==> src/sv/sdspi_pkg.sv <==
// Package for the SD card SPI-mode block sequencer.
// Holds phase, action and status codes, protocol constants, the result
// record and the command byte helpers. No dependencies.
`timescale 1ns / 1ps

package sdspi_pkg;

  // Block geometry and polling limits.
  localparam int BLOCK_BYTES = 512;
  localparam int POLL_READS  = 9;
  localparam int CNT_W       = $clog2(BLOCK_BYTES + 1);
  localparam int POLL_W      = $clog2(POLL_READS + 1);

  // Sequence lengths in bytes.
  localparam int INIT_CLOCK_BYTES = 10;
  localparam int CMD_BYTES        = 6;
  localparam int W_PRE_BYTES      = 4;
  localparam int CRC_BYTES        = 2;

  // Byte values on the bus.
  localparam logic [7:0]  BYTE_IDLE   = 8'hFF;
  localparam logic [7:0]  BYTE_ZERO   = 8'h00;
  localparam logic [7:0]  TOKEN_START = 8'hFE;
  localparam logic [7:0]  CMD_PREFIX  = 8'h40;
  localparam logic [7:0]  CRC_CMD0    = 8'h95;
  localparam logic [31:0] CMD1_ARG    = 32'h00FF_C000;
  localparam logic [7:0]  R1_IDLE     = 8'h01;
  localparam logic [7:0]  R1_READY    = 8'h00;

  // Data response token, low nibble.
  localparam logic [3:0] DRESP_ACCEPTED = 4'h5;
  localparam logic [3:0] DRESP_CRC_ERR  = 4'hB;

  // Command indexes.
  localparam logic [5:0] CMD0  = 6'h00;
  localparam logic [5:0] CMD1  = 6'h01;
  localparam logic [5:0] CMD17 = 6'h11;
  localparam logic [5:0] CMD24 = 6'h18;

  typedef enum logic [1:0] {
    ACT_DONE  = 2'd0,
    ACT_INIT  = 2'd1,
    ACT_WRITE = 2'd2,
    ACT_READ  = 2'd3
  } action_t;

  typedef enum logic [1:0] {
    ST_OK        = 2'd0,
    ST_BAD_RESP  = 2'd1,
    ST_CRC_ERR   = 2'd2,
    ST_BAD_DRESP = 2'd3
  } status_t;

  typedef enum logic [3:0] {
    PH_IDLE     = 4'd0,
    PH_INIT_CLK = 4'd1,
    PH_CMD      = 4'd2,
    PH_RESP     = 4'd3,
    PH_INIT_GAP = 4'd4,
    PH_W_PRE    = 4'd5,
    PH_W_DATA   = 4'd6,
    PH_W_CRC    = 4'd7,
    PH_W_DRESP  = 4'd8,
    PH_W_BUSY   = 4'd9,
    PH_TAIL     = 4'd10,
    PH_R_WAIT   = 4'd11,
    PH_R_DATA   = 4'd12,
    PH_R_CRC    = 4'd13
  } phase_t;

  // One result transaction.
  typedef struct packed {
    logic [7:0] tx_byte;
    logic       tx_valid;
    logic       chip_select_n;
    logic [7:0] read_byte;
    logic       read_valid;
    logic       payload_taken;
    logic       finished;
    status_t    status;
  } result_t;

  // Result that requests one more exchange.
  function automatic result_t request(input logic [7:0] tx, input logic cs_n);
    result_t r;
    r               = '0;
    r.tx_byte       = tx;
    r.tx_valid      = 1'b1;
    r.chip_select_n = cs_n;
    return r;
  endfunction

  // Byte k of a command frame: index byte, four argument bytes, CRC.
  function automatic logic [7:0] cmd_byte(input logic [5:0] code,
                                          input logic [31:0] addr,
                                          input logic [2:0] k);
    logic [31:0] arg;
    logic [7:0]  b;
    if (code == CMD0) begin
      arg = 32'h0;
    end else if (code == CMD1) begin
      arg = CMD1_ARG;
    end else begin
      arg = addr;
    end
    case (k)
      3'd0:    b = CMD_PREFIX | {2'b00, code};
      3'd1:    b = arg[31:24];
      3'd2:    b = arg[23:16];
      3'd3:    b = arg[15:8];
      3'd4:    b = arg[7:0];
      default: b = (code == CMD0) ? CRC_CMD0 : BYTE_IDLE;
    endcase
    return b;
  endfunction

endpackage

==> src/sv/sd_spi_block_sequencer.sv <==
// Top level of the SD card SPI-mode block sequencer.
// Depends on sdspi_pkg for codes, constants and the result record.
`timescale 1ns / 1ps

// Byte-level host sequencer for an SD card in SPI mode.
// Each input transaction reports the end of one SPI byte exchange (or starts
// init, block write or block read) and yields exactly one result
// transaction: the next byte to send with its chip select level, a received
// block data byte when one is kept, whether the write payload byte was used,
// and the completion status of the operation.
// A start action abandons any running operation and begins the new one.
// The result of an accepted transaction is registered and shows on the
// out_ channel in the next cycle. One transaction is accepted per clock while
// the result register is not stalled; the state update and the result are one
// combinational pass into the result register. In a system, each transaction
// stands for one byte exchange, so the serial shifter sets the real pace.
// When the receiver stalls, the held result stays on the out_ ports and
// in_stall rises until it is taken; no result is dropped.
// Synchronous reset empties the result register, returns the sequencer to
// idle and sets the held chip select level high (deasserted).
module sd_spi_block_sequencer (
  input  logic        clk,
  input  logic        rst_n,
  input  logic        in_valid,
  output logic        in_stall,
  input  logic [1:0]  in_action,
  input  logic [31:0] in_block_address,
  input  logic [9:0]  in_payload_length,
  input  logic [7:0]  in_miso_byte,
  input  logic [7:0]  in_payload_byte,
  output logic        out_valid,
  input  logic        out_stall,
  output logic [7:0]  out_tx_byte,
  output logic        out_tx_valid,
  output logic        out_chip_select_n,
  output logic [7:0]  out_read_byte,
  output logic        out_read_valid,
  output logic        out_payload_taken,
  output logic        out_finished,
  output logic [1:0]  out_status
);

  localparam int CW = sdspi_pkg::CNT_W;
  localparam int PW = sdspi_pkg::POLL_W;

  sdspi_pkg::phase_t  phase_r, phase_nxt;
  sdspi_pkg::action_t operation_r, operation_nxt;
  logic [CW-1:0]      byte_count_r, byte_count_nxt;
  logic [PW-1:0]      poll_count_r, poll_count_nxt;
  logic [CW-1:0]      op_length_r, op_length_nxt;
  logic [31:0]        op_address_r, op_address_nxt;
  logic [3:0]         data_token_r, data_token_nxt;
  logic [5:0]         cmd_code_r, cmd_code_nxt;
  logic               cs_level_r, cs_level_nxt;
  sdspi_pkg::result_t out_r, res;
  logic               out_valid_r, out_valid_nxt;
  logic               accept;
  sdspi_pkg::action_t act;

  assign act      = sdspi_pkg::action_t'(in_action);
  assign in_stall = out_valid_r & out_stall;
  assign accept   = in_valid & ~in_stall;

  // Next state and the result for the transaction on the input ports.
  always_comb begin
    phase_nxt      = phase_r;
    operation_nxt  = operation_r;
    byte_count_nxt = byte_count_r;
    poll_count_nxt = poll_count_r;
    op_length_nxt  = op_length_r;
    op_address_nxt = op_address_r;
    data_token_nxt = data_token_r;
    cmd_code_nxt   = cmd_code_r;
    res               = '0;
    res.chip_select_n = cs_level_r;

    if (act != sdspi_pkg::ACT_DONE) begin
      // A start always wins, even over a running operation.
      operation_nxt  = act;
      op_address_nxt = in_block_address;
      if ({22'd0, in_payload_length} > 32'(sdspi_pkg::BLOCK_BYTES)) begin
        op_length_nxt = CW'(sdspi_pkg::BLOCK_BYTES);
      end else begin
        op_length_nxt = CW'(in_payload_length);
      end
      data_token_nxt = '0;
      poll_count_nxt = '0;
      byte_count_nxt = '0;
      if (act == sdspi_pkg::ACT_INIT) begin
        phase_nxt = sdspi_pkg::PH_INIT_CLK;
        res       = sdspi_pkg::request(sdspi_pkg::BYTE_IDLE, 1'b1);
      end else begin
        cmd_code_nxt = (act == sdspi_pkg::ACT_WRITE) ? sdspi_pkg::CMD24 : sdspi_pkg::CMD17;
        phase_nxt    = sdspi_pkg::PH_CMD;
        res          = sdspi_pkg::request(
                         sdspi_pkg::cmd_byte(cmd_code_nxt, in_block_address, 3'd0), 1'b0);
      end
    end else begin
      case (phase_r)
        sdspi_pkg::PH_INIT_CLK: begin
          // Wake-up clocks with chip select high, then CMD0.
          byte_count_nxt = byte_count_r + 1'b1;
          if (byte_count_nxt < CW'(sdspi_pkg::INIT_CLOCK_BYTES)) begin
            res = sdspi_pkg::request(sdspi_pkg::BYTE_IDLE, 1'b1);
          end else begin
            cmd_code_nxt   = sdspi_pkg::CMD0;
            phase_nxt      = sdspi_pkg::PH_CMD;
            byte_count_nxt = '0;
            res            = sdspi_pkg::request(
                               sdspi_pkg::cmd_byte(sdspi_pkg::CMD0, op_address_r, 3'd0), 1'b0);
          end
        end
        sdspi_pkg::PH_CMD: begin
          byte_count_nxt = byte_count_r + 1'b1;
          if (byte_count_nxt < CW'(sdspi_pkg::CMD_BYTES)) begin
            res = sdspi_pkg::request(
                    sdspi_pkg::cmd_byte(cmd_code_r, op_address_r, byte_count_nxt[2:0]), 1'b0);
          end else begin
            phase_nxt      = sdspi_pkg::PH_RESP;
            poll_count_nxt = '0;
            res            = sdspi_pkg::request(sdspi_pkg::BYTE_IDLE, 1'b0);
          end
        end
        sdspi_pkg::PH_RESP: begin
          // Poll for the R1 response; the last byte read counts.
          poll_count_nxt = poll_count_r + 1'b1;
          if (in_miso_byte == sdspi_pkg::R1_READY || in_miso_byte == sdspi_pkg::R1_IDLE ||
              poll_count_nxt >= PW'(sdspi_pkg::POLL_READS)) begin
            if (cmd_code_r == sdspi_pkg::CMD0) begin
              if (in_miso_byte != sdspi_pkg::R1_IDLE) begin
                phase_nxt    = sdspi_pkg::PH_IDLE;
                res.finished = 1'b1;
                res.status   = sdspi_pkg::ST_BAD_RESP;
              end else begin
                phase_nxt = sdspi_pkg::PH_INIT_GAP;
                res       = sdspi_pkg::request(sdspi_pkg::BYTE_IDLE, 1'b1);
              end
            end else if (cmd_code_r == sdspi_pkg::CMD1) begin
              phase_nxt = (in_miso_byte == sdspi_pkg::R1_IDLE) ? sdspi_pkg::PH_INIT_GAP
                                                                : sdspi_pkg::PH_TAIL;
              res       = sdspi_pkg::request(sdspi_pkg::BYTE_IDLE, 1'b1);
            end else if (in_miso_byte != sdspi_pkg::R1_READY) begin
              phase_nxt    = sdspi_pkg::PH_IDLE;
              res.finished = 1'b1;
              res.status   = sdspi_pkg::ST_BAD_RESP;
            end else if (cmd_code_r == sdspi_pkg::CMD24) begin
              phase_nxt      = sdspi_pkg::PH_W_PRE;
              byte_count_nxt = '0;
              res            = sdspi_pkg::request(sdspi_pkg::BYTE_IDLE, 1'b0);
            end else begin
              phase_nxt = sdspi_pkg::PH_R_WAIT;
              res       = sdspi_pkg::request(sdspi_pkg::BYTE_IDLE, 1'b0);
            end
          end else begin
            res = sdspi_pkg::request(sdspi_pkg::BYTE_IDLE, 1'b0);
          end
        end
        sdspi_pkg::PH_INIT_GAP: begin
          cmd_code_nxt   = sdspi_pkg::CMD1;
          phase_nxt      = sdspi_pkg::PH_CMD;
          byte_count_nxt = '0;
          res            = sdspi_pkg::request(
                             sdspi_pkg::cmd_byte(sdspi_pkg::CMD1, op_address_r, 3'd0), 1'b0);
        end
        sdspi_pkg::PH_W_PRE: begin
          // Gap bytes, then the start token, then the first payload byte.
          byte_count_nxt = byte_count_r + 1'b1;
          if (byte_count_nxt < CW'(sdspi_pkg::W_PRE_BYTES)) begin
            res = sdspi_pkg::request(
                    (byte_count_nxt == CW'(sdspi_pkg::W_PRE_BYTES - 1)) ?
                    sdspi_pkg::TOKEN_START : sdspi_pkg::BYTE_IDLE, 1'b0);
          end else begin
            phase_nxt      = sdspi_pkg::PH_W_DATA;
            byte_count_nxt = '0;
            if (op_length_r != '0) begin
              res               = sdspi_pkg::request(in_payload_byte, 1'b0);
              res.payload_taken = 1'b1;
            end else begin
              res = sdspi_pkg::request(sdspi_pkg::BYTE_ZERO, 1'b0);
            end
          end
        end
        sdspi_pkg::PH_W_DATA: begin
          // Payload bytes, zero padded past the requested length.
          byte_count_nxt = byte_count_r + 1'b1;
          if (byte_count_nxt < CW'(sdspi_pkg::BLOCK_BYTES)) begin
            if (byte_count_nxt < op_length_r) begin
              res               = sdspi_pkg::request(in_payload_byte, 1'b0);
              res.payload_taken = 1'b1;
            end else begin
              res = sdspi_pkg::request(sdspi_pkg::BYTE_ZERO, 1'b0);
            end
          end else begin
            phase_nxt      = sdspi_pkg::PH_W_CRC;
            byte_count_nxt = '0;
            res            = sdspi_pkg::request(sdspi_pkg::BYTE_IDLE, 1'b0);
          end
        end
        sdspi_pkg::PH_W_CRC: begin
          byte_count_nxt = byte_count_r + 1'b1;
          if (byte_count_nxt >= CW'(sdspi_pkg::CRC_BYTES)) begin
            phase_nxt = sdspi_pkg::PH_W_DRESP;
          end
          res = sdspi_pkg::request(sdspi_pkg::BYTE_IDLE, 1'b0);
        end
        sdspi_pkg::PH_W_DRESP: begin
          data_token_nxt = in_miso_byte[3:0];
          phase_nxt      = sdspi_pkg::PH_W_BUSY;
          res            = sdspi_pkg::request(sdspi_pkg::BYTE_IDLE, 1'b0);
        end
        sdspi_pkg::PH_W_BUSY: begin
          // The card holds the line at zero while it programs.
          if (in_miso_byte == sdspi_pkg::BYTE_ZERO) begin
            res = sdspi_pkg::request(sdspi_pkg::BYTE_IDLE, 1'b0);
          end else begin
            phase_nxt = sdspi_pkg::PH_TAIL;
            res       = sdspi_pkg::request(sdspi_pkg::BYTE_IDLE, 1'b1);
          end
        end
        sdspi_pkg::PH_TAIL: begin
          phase_nxt    = sdspi_pkg::PH_IDLE;
          res.finished = 1'b1;
          if (operation_r == sdspi_pkg::ACT_WRITE) begin
            if (data_token_r == sdspi_pkg::DRESP_ACCEPTED) begin
              res.status = sdspi_pkg::ST_OK;
            end else if (data_token_r == sdspi_pkg::DRESP_CRC_ERR) begin
              res.status = sdspi_pkg::ST_CRC_ERR;
            end else begin
              res.status = sdspi_pkg::ST_BAD_DRESP;
            end
          end else begin
            res.status = sdspi_pkg::ST_OK;
          end
        end
        sdspi_pkg::PH_R_WAIT: begin
          if (in_miso_byte == sdspi_pkg::TOKEN_START) begin
            phase_nxt      = sdspi_pkg::PH_R_DATA;
            byte_count_nxt = '0;
          end
          res = sdspi_pkg::request(sdspi_pkg::BYTE_IDLE, 1'b0);
        end
        sdspi_pkg::PH_R_DATA: begin
          // Keep the first bytes of the block, read the rest through.
          res = sdspi_pkg::request(sdspi_pkg::BYTE_IDLE, 1'b0);
          if (byte_count_r < op_length_r) begin
            res.read_byte  = in_miso_byte;
            res.read_valid = 1'b1;
          end
          byte_count_nxt = byte_count_r + 1'b1;
          if (byte_count_nxt >= CW'(sdspi_pkg::BLOCK_BYTES)) begin
            phase_nxt      = sdspi_pkg::PH_R_CRC;
            byte_count_nxt = '0;
          end
        end
        sdspi_pkg::PH_R_CRC: begin
          byte_count_nxt = byte_count_r + 1'b1;
          if (byte_count_nxt < CW'(sdspi_pkg::CRC_BYTES)) begin
            res = sdspi_pkg::request(sdspi_pkg::BYTE_IDLE, 1'b0);
          end else begin
            phase_nxt = sdspi_pkg::PH_TAIL;
            res       = sdspi_pkg::request(sdspi_pkg::BYTE_IDLE, 1'b1);
          end
        end
        default: begin
          // Idle: an exchange report changes nothing.
          phase_nxt = sdspi_pkg::PH_IDLE;
        end
      endcase
    end

    // The held chip select level follows every result.
    cs_level_nxt = res.chip_select_n;
  end

  // Result register handshake.
  always_comb begin
    if (accept) begin
      out_valid_nxt = 1'b1;
    end else if (!out_stall) begin
      out_valid_nxt = 1'b0;
    end else begin
      out_valid_nxt = out_valid_r;
    end
  end

  // Sequencer state, updated on each accepted transaction.
  always_ff @(posedge clk) begin
    if (!rst_n) begin
      phase_r      <= sdspi_pkg::PH_IDLE;
      operation_r  <= sdspi_pkg::ACT_DONE;
      byte_count_r <= '0;
      poll_count_r <= '0;
      op_length_r  <= '0;
      op_address_r <= '0;
      data_token_r <= '0;
      cmd_code_r   <= '0;
      cs_level_r   <= 1'b1;
      out_valid_r  <= 1'b0;
    end else begin
      out_valid_r <= out_valid_nxt;
      if (accept) begin
        phase_r      <= phase_nxt;
        operation_r  <= operation_nxt;
        byte_count_r <= byte_count_nxt;
        poll_count_r <= poll_count_nxt;
        op_length_r  <= op_length_nxt;
        op_address_r <= op_address_nxt;
        data_token_r <= data_token_nxt;
        cmd_code_r   <= cmd_code_nxt;
        cs_level_r   <= cs_level_nxt;
      end
    end
  end

  // Result payload register.
  always_ff @(posedge clk) begin
    if (accept) begin
      out_r <= res;
    end
  end

  assign out_valid         = out_valid_r;
  assign out_tx_byte       = out_r.tx_byte;
  assign out_tx_valid      = out_r.tx_valid;
  assign out_chip_select_n = out_r.chip_select_n;
  assign out_read_byte     = out_r.read_byte;
  assign out_read_valid    = out_r.read_valid;
  assign out_payload_taken = out_r.payload_taken;
  assign out_finished      = out_r.finished;
  assign out_status        = out_r.status;

endmodule

==> config.mk <==
export PLATFORM = sky130hd
export DESIGN_NAME = sd_spi_block_sequencer
export DESIGN_NICKNAME = d
export VERILOG_FILES = /design/src/sv/sdspi_pkg.sv /design/src/sv/sd_spi_block_sequencer.sv
export SDC_FILE = /design/constraint.sdc
export NUM_CORES = 1
export LEC_CHECK = 0
export BUFFER_PORTS_ARGS = -buffer_cell sky130_fd_sc_hd__buf_2
export CORE_ASPECT_RATIO = 1.25
export CORE_MARGIN = 1
export CORE_UTILIZATION = 62
export DETAILED_ROUTE_END_ITERATION = 6
export PLACE_DENSITY = 0.86
export SLEW_MARGIN = 10
export SYNTH_ARGS = -nofsm -noshare
export SYNTH_HDL_FRONTEND = slang
export SYNTH_SLANG_ARGS = --single-unit
export TNS_END_PERCENT = 50
==> constraint.sdc <==
create_clock -name clk -period 9.9 [get_ports clk]
set_input_delay 0.99 -clock clk [delete_from_list [all_inputs] [get_ports clk]]
set_output_delay 0.99 -clock clk [all_outputs]
set_load 0.02 [all_outputs]
==> key figures <==
Run status
  • Status: completed

Yosys
  • Post-synthesis sequential area ratio: 0.356
  • Post-Syn Nets: 847
  • Synthesis-stage register bit count: 94
  • Top cell type's share of synthesized area: 0.240
  • Post-synth top area cell: dfxtp_1
  • Post-synth EDFFs: 23
  • Top cells by count, synth: 132 x nand2_1, 74 x a21oi_1, 71 x dfxtp_1, 58 x nor2_1, 49 x o21ai_0
  • Main area contributors after synthesis: dfxtp_1 24%, edfxtp_1 12%, nand2_1 8.4%
  • Yosys cell types: 78
  • Synth Cell Area: 5930 um2
  • Synth Flop Type: dfxtp_1
  • Syn Area/Cell: 7.83 um2
  • Cell count after synthesis: 757
  • Post-synth ARST share: 0
  • Warnings from Yosys: 0
  • Cell with the most instances after synthesis: nand2_1

Pwr
  • PD cells: 136 nW/um2
  • Maximum vdd drop: 0.0890 mV
  • Total Power: 0.909 mW
  • Static leakage: 2.55 nW

CTS
  • Post-CTS Setup Bufs: 0
  • Worst skew pair latency: 0.35 ns
  • Clk sinks: 94
  • Clk root buf: clkbuf_16
  • Longest Clk Path Bufs: 2
  • Resize count post-CTS: 0
  • Worst-path clk slew: 0.07 ns
  • CTS Buf Count: 9
  • Hold buffers post-CTS: 0
  • CTS tree: built
  • Htree depth: 3

Timing
  • Final Cycle Share: 0.443
  • Slew @ Worst Pin: 1.16 ns
  • Max frequency: 228 MHz
  • Final min period: 4.39 ns
  • Final Hold Viols: 0
  • Setup TNS: 0 ns
  • Slew Limit Fails: 0
  • WHS: 0.454 ns
  • Setup-failing EPs final: 0
  • Unrepaired setup endpoints after global routing: no
  • Clock skew: 0.0101 ns
  • Relative slew slack: 0.214

Route
  • Met3 WL: 1310 um
  • Vias per cell: 6.46
  • Total Wirelength: 17900 um
  • Antenna viol nets, final: 0
  • Vias post-DR: 6136
  • Met2 wire length: 9000 um
  • Highest routed layer: met4
  • DRC: 0
  • DR pass1 iterations: 5
  • M1 WL: 6740 um
  • WL/cell: 18.8 um
  • Initial drt markers: 604

Critical path
  • Buffers and inverters on the worst path: 1
  • Kind of critical path: reg2reg
  • Critical R2R Launch: byte_count_r[0]
  • Slowest-stage cell, CP: xnor2_1
  • Worst Reg-to-Reg Cells: 11
  • Slowest stage delay, CP: 0.85 ns
  • CP most frequent cell: ha_1
  • CP startpoint: byte_count_r[0]
  • Crit path depth: 11
  • Crit path max-delay family: compound AO/OA/AOI/OAI gates
  • Worst Path Required: 10.09 ns
  • Flop2flop setup slack: 5.51 ns
  • Arrival time worst endpoint: 4.58 ns
  • CP startpoint kind: flip-flop
  • Crit-path max FO: 17
  • Worst path cell trace: ha_1 > xnor2_1 > inv_2 > ha_1 > or3_1 > o22ai_1 > nand3_1 > a311o_1 > a31oi_1 > nor4_1 > nor3_1
  • Setup crit end kind: flip-flop
  • Reg-to-Reg End: out_tx_byte[2]

Die
  • Initial Util: 0.643
  • Die X: 89.5 um
  • I/O pin count: 89
  • Area of the core: 9220 um2
  • Die height: 111 um
  • Row cnt: 39
  • DIE AREA: 9960 um2

Global route
  • Vias in the first global route: 5818
  • GRT Overall Usage: 0.382
  • Antenna violations before repair: 0
  • First-pass GRT wire length: 28900 um
  • Total congestion overflow: 0
  • Pin count of the biggest net entering global routing: 61

Cells and area
  • Finished Cell Area: 6700 um2
  • Layout cell share with drive strength beyond 1: 0.154
  • P&R area growth vs syn: 13.0%
  • Ant. Diodes: 0
  • Post-Layout Cell Count: 950
  • Nets@finish: 912

Hold path
  • Worst Hold Path EP: op_address_r[15]
  • Worst hold path class: reg2reg
  • Hold depth: 2
  • Hold Startpoint: op_address_r[15]

Placement
  • Placed Area: 6410 um2
  • DP HPWL: 13300 um
  • Buffers on Ports: 88
  • Final Wtd Congestion: 0.949
  • Placed insts: 934

Run
  • Max Cap Viol: 0
## routing by layer
metal	global-route usage	vias up
li1	-	2897
met1	0.441	2855
met2	0.640	313
met3	0.0879	71
met4	0.205	0
met5	0	-
## cell type report
class | instances | area (um2)
Tap cell | 123 | 154
Clock buffer | 10 | 229
Inverter | 34 | 128
Multi-Input combinational cell | 590 | 3540
Fill cell | 778 | 2530
Clock inverter | 6 | 57.6
Timing Repair Buffer | 93 | 478
Sequential cell | 94 | 2110
## power breakdown
part | switching (mW) | internal [mW] | total, mW | leakage (nW)
Combinational | 0.0949 | 0.0546 | 0.149 | 1.61
Clock | 0.159 | 0.174 | 0.333 | 0.132
Sequential | 0.0157 | 0.411 | 0.427 | 0.807
## cells by family after synthesis
family                     Yosys count  share of synthesized area
and+or+nand+nor                    319                      0.264
muxes                                4                    0.00781
AOI/OAI and AO/OA                  234                      0.259
buffers and inverters               73                     0.0473
DFF                                 94                      0.356
adders and majority gates           26                     0.0549
xor gates and xnor gates             7                     0.0103
## layout by cell type, fill, tap and decap left out, types with 4 or more instances in the layout
cell type  Yosys  routed
o21ai_0       49      49
ha_1          26      26
nor4_1        15      15
a21oi_1       74      74
nor3_1        16      16
inv_1         30      30
xnor2_1        6       6
and3_1         4       4
nand3_1       23      23
a31oi_1       14      14
edfxtp_1      23      23
a22oi_1       19      19
and2_1        10      10
o211ai_1       6       6
a211oi_1       8       8
nand4_1        9       9
o31ai_1        5       5
o21a_1         4       4
o22ai_1        5       5
o21bai_1       4       4
dfxtp_1       71      71
buf_4          0       5
nand2b_1      14      14
nand2_1      132     132
nor2_1        58      57
buf_2          5      88
clkbuf_16      0       9
a21o_1         9       9
nand3b_1      10      10
## metrics by stage
stage                util  worst slack, ns
global placement    0.695             5.81
floorplan               -             6.73
finish              0.726             5.51
global route        0.726             5.05
CTS                 0.726             5.58
detailed placement  0.695             5.60
## worst max-delay path by stage
stage                           endpoint
after floorplan           out_tx_byte[5]
after global placement    out_tx_byte[5]
after detailed placement  out_tx_byte[2]
after CTS                 out_tx_byte[2]
after global routing      out_tx_byte[7]
final                     out_tx_byte[2]
## worst register-to-register path: stages (launching register included)
cell and delay [ns]:
dfxtp_1 0.42, ha_1 0.42, xnor2_1 0.85, inv_2 0.34, ha_1 0.30, or3_1 0.34, o22ai_1 0.19, nand3_1 0.12
a311o_1 0.35, a31oi_1 0.56, nor4_1 0.11, nor3_1 0.23
## registers in the layout, summed over array words and instances (netlist names), 4 cells and up
signal,flops
data_token_r,4
op_address_r,32
phase_r,4
byte_count_r,10
poll_count_r,4
op_length_r,10
out_tx_byte,8
out_read_byte,8
Power figures use the tool's default switching activity.
